**config.mk**
```make
export PLATFORM = sky130hd
export DESIGN_NAME = program_stream_video_demux_core
export DESIGN_NICKNAME = d
export VERILOG_FILES = /design/src/design/psvd_pkg.sv /design/src/design/psvd_parser.sv /design/src/design/program_stream_video_demux_core.sv
export SDC_FILE = /design/constraint.sdc
export NUM_CORES = 1
export LEC_CHECK = 0
export CAP_MARGIN = 20
export CORE_UTILIZATION = 65
export DETAILED_ROUTE_END_ITERATION = 6
export DONT_BUFFER_PORTS = 1
export HOLD_SLACK_MARGIN = 0.03
export PLACE_DENSITY = 0.92
export SLEW_MARGIN = 5
export SYNTH_ARGS = -nofsm -noshare
export SYNTH_HDL_FRONTEND = slang
export SYNTH_SLANG_ARGS = --single-unit
```
**constraint.sdc**
```tcl
create_clock -name clk -period 4.6 [get_ports clk]
set_input_delay 0.69 -clock clk [delete_from_list [all_inputs] [get_ports clk]]
set_output_delay 0.69 -clock clk [all_outputs]
set_load 0.02 [all_outputs]
```
**src/design/psvd_pkg.sv**
```systemverilog
// shared types and constants for the program stream video demultiplexer
// no dependencies
package psvd_pkg;

	localparam int unsigned BYTE_W = 8;
	localparam int unsigned POS_W  = 17;

	localparam logic [BYTE_W-1:0] ID_PACK     = 8'hBA;
	localparam logic [BYTE_W-1:0] ID_SYS_HDR  = 8'hBB;
	localparam logic [BYTE_W-1:0] ID_PRIV_1   = 8'hBC;
	localparam logic [BYTE_W-1:0] ID_PRIV_2   = 8'hBD;
	localparam logic [BYTE_W-1:0] VID_ID_RST  = 8'hE0;

	localparam logic [23:0]      START_CODE   = 24'h000001;
	localparam logic [POS_W-1:0] PACK_BASE    = 17'd14;
	localparam logic [POS_W-1:0] PACK_LAST_HDR = 17'd13;
	localparam logic [POS_W-1:0] LEN_HI_POS   = 17'd4;
	localparam logic [POS_W-1:0] PES_FIXED    = 17'd6;
	localparam logic [POS_W-1:0] HDR_LEN_POS  = 17'd8;
	localparam logic [POS_W-1:0] PAYLOAD_BASE = 17'd9;
	localparam logic [POS_W-1:0] ID_POS       = 17'd4;
	localparam logic [POS_W-1:0] WINDOW_FULL  = 17'd3;

	typedef struct packed {
		logic              valid;
		logic [BYTE_W-1:0] data;
		logic              first;
		logic              last;
	} psvd_result_t;

endpackage

```
**src/design/psvd_parser.sv**
```systemverilog
// byte-wise stream parser: start-code hunt, header skipping, payload marking
// depends on psvd_pkg
module psvd_parser (
	input  logic                         clk,
	input  logic                         arst_n,
	input  logic                         step,
	input  logic [psvd_pkg::BYTE_W-1:0]  in_byte,
	input  logic [psvd_pkg::BYTE_W-1:0]  video_id,
	output psvd_pkg::psvd_result_t       result
);
	import psvd_pkg::*;

	typedef enum logic [2:0] {
		PH_HUNT,
		PH_PACK,
		PH_SKIP,
		PH_SYSLEN,
		PH_VIDLEN,
		PH_VIDHDR,
		PH_PAYLOAD
	} phase_t;

	phase_t             phase_q, phase_d;
	logic [23:0]        recent_q, recent_d;
	logic [POS_W-1:0]   pos_q, pos_d;
	logic [POS_W-1:0]   total_q, total_d;
	logic [BYTE_W-1:0]  extra_q, extra_d;

	logic [POS_W-1:0]   pos_inc;
	logic [POS_W-1:0]   pack_total;
	logic [POS_W-1:0]   len_sum;
	logic [POS_W-1:0]   pay_start;
	logic               is_sys;
	logic               id_hit;

	assign pos_inc    = pos_q + 17'd1;
	assign pack_total = PACK_BASE + {14'd0, in_byte[2:0]};
	assign len_sum    = PES_FIXED + total_q + {9'd0, in_byte};
	assign pay_start  = PAYLOAD_BASE + {9'd0, extra_q};
	assign is_sys     = (in_byte == ID_SYS_HDR) || (in_byte == ID_PRIV_1) ||
		(in_byte == ID_PRIV_2);
	assign id_hit     = (in_byte == ID_PACK) || is_sys || (in_byte == video_id);

	always_comb begin
		phase_d      = phase_q;
		recent_d     = recent_q;
		pos_d        = pos_q;
		total_d      = total_q;
		extra_d      = extra_q;
		result.valid = 1'b0;
		result.data  = in_byte;
		result.first = 1'b0;
		result.last  = 1'b0;
		unique case (phase_q)
			PH_HUNT: begin
				if (pos_q >= WINDOW_FULL && recent_q == START_CODE && id_hit) begin
					if (in_byte == ID_PACK)
						phase_d = PH_PACK;
					else if (is_sys)
						phase_d = PH_SYSLEN;
					else
						phase_d = PH_VIDLEN;
					pos_d    = ID_POS;
					recent_d = '0;
					total_d  = '0;
					extra_d  = '0;
				end else begin
					recent_d = {recent_q[15:0], in_byte};
					if (pos_q < WINDOW_FULL)
						pos_d = pos_inc;
				end
			end
			PH_PACK: begin
				pos_d = pos_inc;
				if (pos_q >= PACK_LAST_HDR) begin
					total_d = pack_total;
					if (pos_inc >= pack_total) begin
						phase_d  = PH_HUNT;
						recent_d = '0;
						pos_d    = '0;
					end else begin
						phase_d = PH_SKIP;
					end
				end
			end
			PH_SKIP: begin
				pos_d = pos_inc;
				if (pos_inc >= total_q) begin
					phase_d  = PH_HUNT;
					recent_d = '0;
					pos_d    = '0;
				end
			end
			PH_SYSLEN, PH_VIDLEN: begin
				pos_d = pos_inc;
				if (pos_q == LEN_HI_POS) begin
					total_d = {1'b0, in_byte, 8'h00};
				end else begin
					total_d = len_sum;
					if (len_sum <= PES_FIXED) begin
						phase_d  = PH_HUNT;
						recent_d = '0;
						pos_d    = '0;
					end else if (phase_q == PH_SYSLEN) begin
						phase_d = PH_SKIP;
					end else begin
						phase_d = PH_VIDHDR;
					end
				end
			end
			PH_VIDHDR: begin
				pos_d = pos_inc;
				if (pos_q == HDR_LEN_POS)
					extra_d = in_byte;
				if (pos_inc >= total_q) begin
					phase_d  = PH_HUNT;
					recent_d = '0;
					pos_d    = '0;
				end else if (pos_q == HDR_LEN_POS) begin
					phase_d = PH_PAYLOAD;
				end
			end
			PH_PAYLOAD: begin
				pos_d = pos_inc;
				if (pos_q >= pay_start) begin
					result.valid = 1'b1;
					result.first = (pos_q == pay_start);
					result.last  = (pos_inc == total_q);
				end
				if (pos_inc >= total_q) begin
					phase_d  = PH_HUNT;
					recent_d = '0;
					pos_d    = '0;
				end
			end
			default: begin
				phase_d  = PH_HUNT;
				recent_d = '0;
				pos_d    = '0;
			end
		endcase
		if (!step)
			result.valid = 1'b0;
	end

	always_ff @(posedge clk or negedge arst_n) begin
		if (!arst_n) begin
			phase_q  <= PH_HUNT;
			recent_q <= '0;
			pos_q    <= '0;
			total_q  <= '0;
			extra_q  <= '0;
		end else if (step) begin
			phase_q  <= phase_d;
			recent_q <= recent_d;
			pos_q    <= pos_d;
			total_q  <= total_d;
			extra_q  <= extra_d;
		end
	end

endmodule

```
**src/design/program_stream_video_demux_core.sv**
```systemverilog
// a stream beat is first held in the input register; when the parser steps on it, its payload
// beat is captured in the result register, from which the receiver takes it
// throughput: one stream byte per cycle while the output side keeps taking beats
// input register, parser state update and result register form the only path
// reset: asynchronous active low; parser back to start-code hunt, window empty,
// video stream id back to 0xe0, no beats held
module program_stream_video_demux_core (
	input  logic                         clk,
	input  logic                         arst_n,
	input  logic                         cfg_we,
	input  logic [psvd_pkg::BYTE_W-1:0]  cfg_wdata,
	input  logic                         in_valid,
	output logic                         in_ready,
	input  logic [psvd_pkg::BYTE_W-1:0]  stream_byte,
	output logic                         out_valid,
	input  logic                         out_ready,
	output logic [psvd_pkg::BYTE_W-1:0]  payload_byte,
	output logic                         first_of_payload,
	output logic                         last_of_payload
);
	import psvd_pkg::*;

	logic [BYTE_W-1:0] video_id_q;
	logic              valid_s1;
	logic [BYTE_W-1:0] byte_s1;
	logic              out_valid_q;
	logic [BYTE_W-1:0] payload_q;
	logic              first_q;
	logic              last_q;
	logic              advance;
	psvd_result_t      res;

	assign advance  = valid_s1 && (!out_valid_q || out_ready);
	assign in_ready = !valid_s1 || advance;

	always_ff @(posedge clk or negedge arst_n) begin
		if (!arst_n)
			video_id_q <= VID_ID_RST;
		else if (cfg_we)
			video_id_q <= cfg_wdata;
	end

	// input stage
	always_ff @(posedge clk or negedge arst_n) begin
		if (!arst_n)
			valid_s1 <= 1'b0;
		else if (in_ready)
			valid_s1 <= in_valid;
	end

	always_ff @(posedge clk) begin
		if (in_ready && in_valid)
			byte_s1 <= stream_byte;
	end

	psvd_parser u_parser (
		.clk      (clk),
		.arst_n   (arst_n),
		.step     (advance),
		.in_byte  (byte_s1),
		.video_id (video_id_q),
		.result   (res)
	);

	// result register
	always_ff @(posedge clk or negedge arst_n) begin
		if (!arst_n)
			out_valid_q <= 1'b0;
		else if (advance)
			out_valid_q <= res.valid;
		else if (out_ready)
			out_valid_q <= 1'b0;
	end

	always_ff @(posedge clk) begin
		if (advance && res.valid) begin
			payload_q <= res.data;
			first_q   <= res.first;
			last_q    <= res.last;
		end
	end

	assign out_valid        = out_valid_q;
	assign payload_byte     = payload_q;
	assign first_of_payload = first_q;
	assign last_of_payload  = last_q;

endmodule

```
==> qor_table.md, run 1 <==
| Stage | Quantity | This run |
| --- | --- | --- |
| die | Die area | 10420 um^2 |
| synth | Synth top area share | 29.21% |
| synth | Cell area after synthesis | 6511 um^2 |
| critical path | Critical path's top delay family | compound AO/OA/AOI/OAI gates |
| timing | Worst setup skew after layout | 20.11 ps |
| timing | Hold Violations, Final | 0 |
| synth | Nets in the synthesized netlist | 781 |
| critical path | Reg2reg start | byte_s1[1]$_DFFE_PP_ |
| global routing | Maximum number of pins on one net before global-route repair | 77 |
| critical path | Minimum setup slack among reg-to-reg paths | 320 ps |
| pwr | Max VDD drop | 296.1 uV |
| critical path | Setup Crit Path Kind | reg -> reg |
| die | Placement row count | 36 |
| global routing | Global-route congestion overflow total | 0 |
| die | Horiz. Die Dim | 102.1 um |
| synth | Warnings from Yosys | 0 |
| synth | Sequential area share after synthesis | 38.72% |
| route | WL/cell | 20.33 um |
| global routing | Global-route wire length before repair | 27.09 mm |
| timing | Worst Hold Slack | 131.5 ps |
| critical path | Reg2reg end | u_parser.recent_q[23]$_DFFE_PN0P_ |
| timing | Slew Limit Fails | 0 |
| critical path | Largest stage delay, worst path | 480 ps |
| critical path | Crit-path cells | inv_1 > ha_1 > inv_1 > ha_1 > inv_1 > fa_1 > nor2b_1 > o21a_1 > o21ai_0 > a2111oi_1 > and4_1 > o2111ai_2 > a21boi_2 > nand4_4 > buf_4 > mux2i_1 |
| run | Max-capacitance violation count | 0 |
| layout | Fraction of layout instances using a drive strength above 1 | 7.966% |
| synth | Number of distinct library cells after synthesis | 73 |
| layout | Final #Nets | 772 |
| global routing | Initial antenna violation count | 0 |
| global routing | Overall fraction of global-route tracks in use | 34.88% |
| route | Total number of vias | 5505 |
| critical path | Worst Setup End Kind | flop |
| synth | Cell taking the most area after synthesis | sky130_fd_sc_hd__dfrtp_1 |
| clocking | Deepest level of the CTS H-tree | 3 |
| timing | Transition time of the tightest slew-check pin | 1023 ps |
| clocking | Number of buffers added for setup after CTS | 0 |
| timing | Time the worst path needs with I/O delays and setup | 4276 ps |
| layout | Most common cell after layout, fill and taps aside | sky130_fd_sc_hd__nand2_1 |
| route | Final Routed Wirelength | 17.00 mm |
| worst hold path | Type of the worst min-delay path | in -> async |
| synth | Number of standard cells after synthesis | 707 |
| synth | Ys async rst share | 81.44% |
| route | DR vias/cell | 6.585 |
| critical path | Peak fanout along the critical path | 14 |
| route | Length of the first detailed-routing pass in iterations | 4 |
| layout | Relative area change from synthesis to final layout | 4.766% |
| route | Post-route DRC violation count | 0 |
| critical path | Buffers plus inverters on the worst setup path | 4 |
| clocking | Clock Pin Slew Worst Setup and Hold Paths | 100 ps |
| synth | Largest cells by area after synthesis | sky130_fd_sc_hd__dfrtp_1 29%, sky130_fd_sc_hd__ha_1 10%, sky130_fd_sc_hd__edfxtp_1 8.3% |
| layout | Fill cells | 762 |
| die | Core area | 9729 um^2 |
| clocking | Deepest clock path buffer count | 2 |
| die | Effective utilization at floorplan | 66.92% |
| timing | Maximum frequency from static timing analysis | 233.9 MHz |
| clocking | CTS tree | built |
| timing | Setup TNS | 0 ps |
| route | Antenna Violating Nets Remaining | 0 |
| critical path | Slowest-stage cell, CP | sky130_fd_sc_hd__a2111oi_1 |
| outcome | Result of the run | finished, final reports clean |
| critical path | Worst EP required | 4900 ps |
| place | GPL Wtd Cong | 1.003 |
| critical path | Dominant cell type by count on the critical path | sky130_fd_sc_hd__inv_1 |
| timing | Slew margin rel. | 31.77% |
| layout | Number of standard cells in the layout, taps in and fillers out | 836 |
| clocking | Clock latency on the worst-skew pair | 390 ps |
| place | Number of input and output port buffers inserted | 0 |
| critical path | Arrival time at the worst endpoint | 4580 ps |
| timing | # setup viols final | 0 |
| synth | Count of flip-flops with a built-in enable after synthesis | 18 |
| route | DR iter-0 viols | 452 |
| place | Dpl cells | 819 |
| global routing | Number of global-route vias before repair | 5312 |
| clocking | Number of sinks driven by the clock tree | 97 |
| clocking | Clk root buf | sky130_fd_sc_hd__clkbuf_8 |
| synth | Leading register cell type out of synthesis | sky130_fd_sc_hd__dfrtp_1 |
| synth | Flip-flop and latch count after synthesis | 97 |
| layout | Number of antenna repair diodes | 0 |
| synth | Average instance area after synthesis | 9.210 um^2 |
| critical path | Element type at the critical path start | flop |
| layout | Commonest non-fill, non-tap cells in the layout | 90 x sky130_fd_sc_hd__nand2_1, 76 x sky130_fd_sc_hd__dfrtp_1, 61 x sky130_fd_sc_hd__inv_1 |
| pwr | Leakage power of the design | 3.020 nW |
| critical path | Start point of the critical path | byte_s1[1]$_DFFE_PP_ |
| timing | Fin crit share | 92.96% |
| pwr | Power per standard cell area | 548.9 nW/um^2 |
| critical path | Reg2Reg Depth | 16 |
| timing | Unrepaired setup endpoints after global routing | false |
| die | # IOs | 33 |
| die | Die Y | 102.1 um |
| clocking | Clock buffers created by TritonCTS | 9 |
| place | Detail Placement HPWL | 12.93 mm |
## power by group
group	internal [mW]	switching, mW	leakage (nW)
Sequential	1.05	0.212	1.22
Clock	0.207	0.341	0.0953
Combinational	0.736	1.20	1.71
Total	1.99	1.75	3.02
## per-layer routing
metal | vias up | routed length (um) | global-route usage (%)
met5 | - | 0 | 0
met4 | 0 | 687 | 17.36
met3 | 63 | 1399 | 7.456
met2 | 265 | 7952 | 55.19
met1 | 2638 | 6960 | 45.50
li1 | 2539 | - | -
## registers in the layout, summed over array words and instances (netlist names), 3 cells and up
signal             count
u_parser.phase_q       3
u_parser.pos_q        17
video_id_q             8
u_parser.total_q      17
u_parser.extra_q       8
u_parser.recent_q     24
payload_byte           8
byte_s1                8
## per-stage QoR
stage	setup slack (ps)	util [%]	area (um^2)	total power [mW]
6_report	324.0	70.11	6822	3.744
5_1_grt	48.13	70.11	6822	3.992
4_1_cts	321.4	70.04	6814	3.691
3_3_place_gp	488.9	67.85	6601	3.034
3_5_place_dp	347.5	67.85	6601	3.129
2_1_floorplan	1016	-	6511	2.682
## area by class of cell
cell class / instances / area (um^2) / share of cell area [%]
Clock buffer: 9 / 123.9 / 1.816
Multi-Input combinational cell: 518 / 3617 / 53.03
Clock inverter: 7 / 61.31 / 0.8988
Inverter: 61 / 229.0 / 3.357
Sequential cell: 97 / 2521 / 36.96
Tap cell: 133 / 166.4 / 2.439
Timing Repair Buffer: 11 / 102.6 / 1.504
## worst max-delay path by stage
stage                                        end  slack [ps]  cells after the start
6_report       u_parser.recent_q[23]$_DFFE_PN0P_         320                     16
5_1_grt        u_parser.recent_q[23]$_DFFE_PN0P_          50                     14
4_1_cts        u_parser.recent_q[23]$_DFFE_PN0P_         320                     16
3_5_place_dp   u_parser.recent_q[23]$_DFFE_PN0P_         350                     15
3_3_place_gp   u_parser.recent_q[13]$_DFFE_PN0P_         490                     14
2_1_floorplan  u_parser.recent_q[11]$_DFFE_PN0P_        1020                     17
## kinds of logic (layout without fill, tap and decap cells)
logic type | Yosys count | count (layout) | synth area share, %
AO/OA/AOI/OAI | 160 | 160 | 16.49
XOR/XNOR | 37 | 37 | 4.977
adder cells (fa/ha/maj) | 53 | 53 | 10.30
buffers and inverters | 92 | 88 | 5.841
flip-flops | 97 | 97 | 38.72
multiplexers | 35 | 35 | 5.611
AND/OR/NAND/NOR | 233 | 233 | 18.06
## cell usage after synthesis, types with 3 or more instances
master,count
sky130_fd_sc_hd__nand2_1,90
sky130_fd_sc_hd__dfrtp_1,76
sky130_fd_sc_hd__inv_1,61
sky130_fd_sc_hd__ha_1,52
sky130_fd_sc_hd__o21ai_0,37
sky130_fd_sc_hd__nor2_1,34
sky130_fd_sc_hd__a21oi_1,31
sky130_fd_sc_hd__xnor2_1,25
sky130_fd_sc_hd__mux2i_1,23
sky130_fd_sc_hd__edfxtp_1,18
sky130_fd_sc_hd__clkbuf_1,17
sky130_fd_sc_hd__nand4_1,17
sky130_fd_sc_hd__nand3_1,16
sky130_fd_sc_hd__nor4_1,15
sky130_fd_sc_hd__mux2_2,12
sky130_fd_sc_hd__nor3_1,12
sky130_fd_sc_hd__xor2_1,12
sky130_fd_sc_hd__a22o_1,10
sky130_fd_sc_hd__buf_2,9
sky130_fd_sc_hd__o21ai_1,8
sky130_fd_sc_hd__o31ai_1,8
sky130_fd_sc_hd__and2_1,6
sky130_fd_sc_hd__and3_1,6
sky130_fd_sc_hd__and4_1,6
sky130_fd_sc_hd__nor2b_1,6
sky130_fd_sc_hd__a31oi_1,5
sky130_fd_sc_hd__nand2b_1,5
sky130_fd_sc_hd__o21a_1,5
sky130_fd_sc_hd__o22ai_1,5
sky130_fd_sc_hd__a21o_1,4
sky130_fd_sc_hd__a221oi_1,4
sky130_fd_sc_hd__or3_1,4
sky130_fd_sc_hd__a211oi_1,3
sky130_fd_sc_hd__a31o_2,3
sky130_fd_sc_hd__a32oi_1,3
sky130_fd_sc_hd__and4b_1,3
sky130_fd_sc_hd__buf_6,3
sky130_fd_sc_hd__dfstp_2,3
sky130_fd_sc_hd__o2111ai_1,3
sky130_fd_sc_hd__o211ai_1,3
sky130_fd_sc_hd__o31a_1,3
## repair_timing
item	CTS	global route
hold endpoints to repair	76	0
hold buffers	1	0
resized for setup	0	2
setup endpoints to repair	0	14
Power figures use the tool's default switching activity.
==> run 2: changes to the inputs <==
ABC_AREA = 1   (was unset)
==> run 2 against run 1 <==
First-iteration DRC count is 70% higher. Setup slack improved by 390 ps. Sequential power hardly changed. Power is 7.7% higher. Cell area rose by 8.4%. Sequential share of layout area fell by 2.9 points. Global-route usage rose by 0.41 points. Sequential cell count stayed put. Final cell count grew 37%. Via count is 25% higher. Combinational power up 14%. Critical path type unchanged. Critical endpoint is now u_parser.pos_q[0]$_DFFE_PN0P_.
==> qor_table.md, run 2 <==
| Stage | Quantity | This run | Delta |
| --- | --- | --- | --- |
| synth | Average instance area after synthesis | 7.026 um^2 | was 9.210 um^2 |
| layout | Max FFs per register | 24 | unchanged |
| global routing | Global-route wire length before repair | 31.02 mm | was 27.09 mm |
| route | WL/cell | 16.40 um | was 20.33 um |
| timing | Time the worst path needs with I/O delays and setup | 3883 ps | was 4276 ps |
| layout | Number of antenna repair diodes | 0 | unchanged |
| clocking | CTS tree | built | unchanged |
| place | Dpl cells | 1125 | was 819 |
| die | # IOs | 33 | unchanged |
| synth | Count of flip-flops with a built-in enable after synthesis | 18 | unchanged |
| route | Antenna Violating Nets Remaining | 0 | unchanged |
| global routing | Number of global-route vias before repair | 6367 | was 5312 |
| clocking | Deepest clock path buffer count | 2 | unchanged |
| critical path | Setup Crit Path Kind | reg -> reg | unchanged |
| synth | Sequential area share after synthesis | 35.63% | was 38.72% |
| timing | Unrepaired setup endpoints after global routing | false | unchanged |
| clocking | Clk root buf | sky130_fd_sc_hd__clkbuf_8 | unchanged |
| clocking | Number of sinks driven by the clock tree | 97 | unchanged |
| place | Number of input and output port buffers inserted | 0 | unchanged |
| global routing | Maximum number of pins on one net before global-route repair | 77 | unchanged |
| layout | Commonest non-fill, non-tap cells in the layout | 315 x sky130_fd_sc_hd__nand2_1, 133 x sky130_fd_sc_hd__inv_1, 116 x sky130_fd_sc_hd__nor2_1 | was 90 x sky130_fd_sc_hd__nand2_1, 76 x sky130_fd_sc_hd__dfrtp_1, 61 x sky130_fd_sc_hd__inv_1 |
| pwr | Combinational share of power | 54.4% | was 51.7% |
| die | Effective utilization at floorplan | 67.93% | was 66.92% |
| synth | Cell area after synthesis | 7076 um^2 | was 6511 um^2 |
| route | Final Routed Wirelength | 18.73 mm | was 17.00 mm |
| critical path | Arrival time at the worst endpoint | 4180 ps | was 4580 ps |
| global routing | Initial antenna violation count | 0 | unchanged |
| outcome | Result of the run | finished, final reports clean | unchanged |
| synth | Ys async rst share | 81.44% | unchanged |
| synth | Synth top area share | 26.88% | was 29.21% |
| global routing | Overall fraction of global-route tracks in use | 35.29% | was 34.88% |
| layout | Final #Nets | 1075 | was 772 |
| synth | Ranking of synthesized cells by instance count | 315 x sky130_fd_sc_hd__nand2_1, 133 x sky130_fd_sc_hd__inv_1, 116 x sky130_fd_sc_hd__nor2_1 | was 90 x sky130_fd_sc_hd__nand2_1, 76 x sky130_fd_sc_hd__dfrtp_1, 61 x sky130_fd_sc_hd__inv_1 |
| die | Core area | 10420 um^2 | was 9729 um^2 |
| critical path | Worst Setup End Kind | flop | unchanged |
| clocking | Number of buffers added for setup after CTS | 0 | unchanged |
| die | Horiz. Die Dim | 106.3 um | was 102.1 um |
| critical path | Reg2reg start | byte_s1[1]$_DFFE_PP_ | unchanged |
| synth | Most common cell in the synthesized netlist | sky130_fd_sc_hd__nand2_1 | unchanged |
| worst hold path | Type of the worst min-delay path | in -> async | unchanged |
| critical path | Element type at the critical path start | flop | unchanged |
| timing | Transition time of the tightest slew-check pin | 978.7 ps | was 1023 ps |
| pwr | Clock network fraction of design power | 14.9% | was 14.6% |
| layout | Fraction of layout instances using a drive strength above 1 | 4.771% | was 7.966% |
| synth | Number of standard cells after synthesis | 1007 | was 707 |
| route | Total number of vias | 6890 | was 5505 |
| timing | Hold Violations, Final | 0 | unchanged |
| clocking | Clock Pin Slew Worst Setup and Hold Paths | 110 ps | was 100 ps |
| timing | Worst setup skew after layout | 21.36 ps | was 20.11 ps |
| critical path | Peak fanout along the critical path | 15 | was 14 |
| critical path | Minimum setup slack among reg-to-reg paths | 720 ps | was 320 ps |
| synth | Leading register cell type out of synthesis | sky130_fd_sc_hd__dfrtp_1 | unchanged |
| route | DR vias/cell | 6.033 | was 6.585 |
| timing | Slew Limit Fails | 0 | unchanged |
| clocking | Clock latency on the worst-skew pair | 400 ps | was 390 ps |
| pwr | Cell internal power dissipation | 1.996 mW | was 1.994 mW |
| die | Placement row count | 37 | was 36 |
| pwr | Sw frac | 50.53% | was 46.75% |
| timing | Maximum frequency from static timing analysis | 257.5 MHz | was 233.9 MHz |
| pwr | Max VDD drop | 319.9 uV | was 296.1 uV |
| clocking | Clock buffers created by TritonCTS | 9 | unchanged |
| timing | # setup viols final | 0 | unchanged |
| layout | Most common cell after layout, fill and taps aside | sky130_fd_sc_hd__nand2_1 | unchanged |
| run | Max-capacitance violation count | 0 | unchanged |
| clocking | Deepest level of the CTS H-tree | 3 | unchanged |
| die | Die area | 11310 um^2 | was 10420 um^2 |
| critical path | Reg2Reg Depth | 20 | was 16 |
| layout | Largest registers | u_parser.recent_q x24, u_parser.pos_q x17, u_parser.total_q x17 | unchanged |
| place | GPL Wtd Cong | 0.9662 | was 1.003 |
| layout | Register ranked first by flip-flop count | u_parser.recent_q | unchanged |
| synth | Cell taking the most area after synthesis | sky130_fd_sc_hd__dfrtp_1 | unchanged |
| timing | Setup TNS | 0 ps | unchanged |
| place | Detail Placement HPWL | 13.56 mm | was 12.93 mm |
| die | Die Y | 106.3 um | was 102.1 um |
| synth | Flip-flop and latch count after synthesis | 97 | unchanged |
| layout | Relative area change from synthesis to final layout | 4.545% | was 4.766% |
| pwr | Share of total power in sequential cells | 30.6% | was 33.7% |
| route | DR iter-0 viols | 769 | was 452 |
| timing | Fin crit share | 84.42% | was 92.96% |
| timing | Slew margin rel. | 34.69% | was 31.77% |
| pwr | Leakage power of the design | 3.782 nW | was 3.020 nW |
| pwr | Switching power of the nets | 2.039 mW | was 1.751 mW |
| critical path | Reg2reg end | u_parser.pos_q[0]$_DFFE_PN0P_ | was u_parser.recent_q[23]$_DFFE_PN0P_ |
| synth | Number of distinct library cells after synthesis | 43 | was 73 |
| route | Post-route DRC violation count | 0 | unchanged |
| global routing | Global-route congestion overflow total | 0 | unchanged |
| synth | Nets in the synthesized netlist | 1081 | was 781 |
| pwr | Power per standard cell area | 545.4 nW/um^2 | was 548.9 nW/um^2 |
| synth | Largest cells by area after synthesis | sky130_fd_sc_hd__dfrtp_1 27%, sky130_fd_sc_hd__nand2_1 17%, sky130_fd_sc_hd__ha_1 9.2% | was sky130_fd_sc_hd__dfrtp_1 29%, sky130_fd_sc_hd__ha_1 10%, sky130_fd_sc_hd__edfxtp_1 8.3% |
| route | Length of the first detailed-routing pass in iterations | 6 | was 4 |
| layout | Number of standard cells in the layout, taps in and fillers out | 1142 | was 836 |
| critical path | Worst EP required | 4900 ps | about the same |
| synth | Warnings from Yosys | 0 | unchanged |
run 2: cell types whose count changed after synthesis, moves of 9 or more:
cell,before,now
sky130_fd_sc_hd__nand2_1,90,315
sky130_fd_sc_hd__nor2_1,34,116
sky130_fd_sc_hd__inv_1,61,133
sky130_fd_sc_hd__nand4_1,17,61
sky130_fd_sc_hd__nand3_1,16,57
sky130_fd_sc_hd__mux2i_1,23,0
sky130_fd_sc_hd__xnor2_1,25,3
sky130_fd_sc_hd__clkbuf_1,17,6
sky130_fd_sc_hd__a22o_1,10,0
sky130_fd_sc_hd__a21oi_1,31,22
run 2: how the worst max path moves through the flow:
| stage | start | depth (start not counted) | to |
|---|---|---|---|
| after floorplan | u_parser.pos_q[0]$_DFFE_PN0P_ | 18 | u_parser.recent_q[10]$_DFFE_PN0P_ |
| after global placement | byte_s1[1]$_DFFE_PP_ | 20 | u_parser.pos_q[3]$_DFFE_PN0P_ |
| after detailed placement | byte_s1[1]$_DFFE_PP_ | 20 | u_parser.pos_q[0]$_DFFE_PN0P_ |
| after CTS | u_parser.pos_q[0]$_DFFE_PN0P_ | 18 | u_parser.pos_q[0]$_DFFE_PN0P_ |
| after global routing | u_parser.pos_q[0]$_DFFE_PN0P_ | 18 | u_parser.pos_q[0]$_DFFE_PN0P_ |
| final | byte_s1[1]$_DFFE_PP_ | 20 | u_parser.pos_q[0]$_DFFE_PN0P_ |
run 2: per-stage QoR:
step / worst slack, ps / instance area, um^2 / hold slack (ps) / util (%) / power, mW
4_1_cts: 844.0 / 7397 / 111.3 / 71.02 / 3.963
3_5_place_dp: 868.7 / 7151 / 396.3 / 68.65 / 3.343
5_1_grt: 421.0 / 7397 / 90.25 / 71.02 / 4.339
2_1_floorplan: 1470 / 7076 / 394.4 / - / 2.900
3_3_place_gp: 951.8 / 7151 / 396.3 / 68.65 / 3.278
6_report: 716.8 / 7397 / 107.1 / 71.02 / 4.034
run 2: power groups by stage:
stage	logic [mW]	registers [mW]	clock network, mW
floorplan	1.72	1.18	0
detailed placement	2.10	1.24	0
global route	2.45	1.25	0.636
global placement	2.04	1.24	0
finish	2.20	1.24	0.603
CTS	2.13	1.23	0.604
run 2: worst max-delay path, cell delays in order (launching register included):
cell and delay, ps:
sky130_fd_sc_hd__edfxtp_1 640, sky130_fd_sc_hd__inv_2 150, sky130_fd_sc_hd__ha_1 320, sky130_fd_sc_hd__inv_1 60, sky130_fd_sc_hd__ha_1 180, sky130_fd_sc_hd__inv_1 60
sky130_fd_sc_hd__fa_1 400, sky130_fd_sc_hd__inv_1 90, sky130_fd_sc_hd__nand3_1 90, sky130_fd_sc_hd__nand2_1 110, sky130_fd_sc_hd__nand3_1 100, sky130_fd_sc_hd__nand2_1 130
sky130_fd_sc_hd__nand2_1 70, sky130_fd_sc_hd__nand2_1 110, sky130_fd_sc_hd__nand3_1 80, sky130_fd_sc_hd__nor2_1 100, sky130_fd_sc_hd__nand4_1 200, sky130_fd_sc_hd__nand2_2 220
sky130_fd_sc_hd__nand4_2 410, sky130_fd_sc_hd__nand2_1 190, sky130_fd_sc_hd__nand2_1 70
run 2: per-layer routing:
metal / share of wire [%] / vias up / track usage (%)
met4: 3.3 / 0 / 16.17
met5: 0 / - / 0
met2: 46 / 370 / 55.66
met1: 42 / 3152 / 47.71
met3: 8.4 / 63 / 5.579
li1: - / 3305 / -
run 2: what timing repair did:
action | in CTS | in global routing
endpoints found under the hold margin | 76 | 0
gates resized for setup | 0 | 0
hold buffers | 1 | 0
run 2: final cells by class:
type,instances,area [um^2]
clock buffers,10,148.9
fillers,822,3019
multi-input cells,751,3919
flip-flops and latches,97,2521
repair buffers,4,50.05
clock inverters,6,70.07
well taps,136,170.2
inverters,138,518.0
run 2: logic make-up after synthesis:
logic type | after synthesis | share of synthesized area (%)
AOI/OAI and AO/OA | 90 | 7.233
xor gates and xnor gates | 13 | 1.609
adders and majority gates | 53 | 9.478
buffers and inverters | 159 | 8.983
DFF | 97 | 35.63
muxes | 4 | 0.6366
and+or+nand+nor | 591 | 36.43
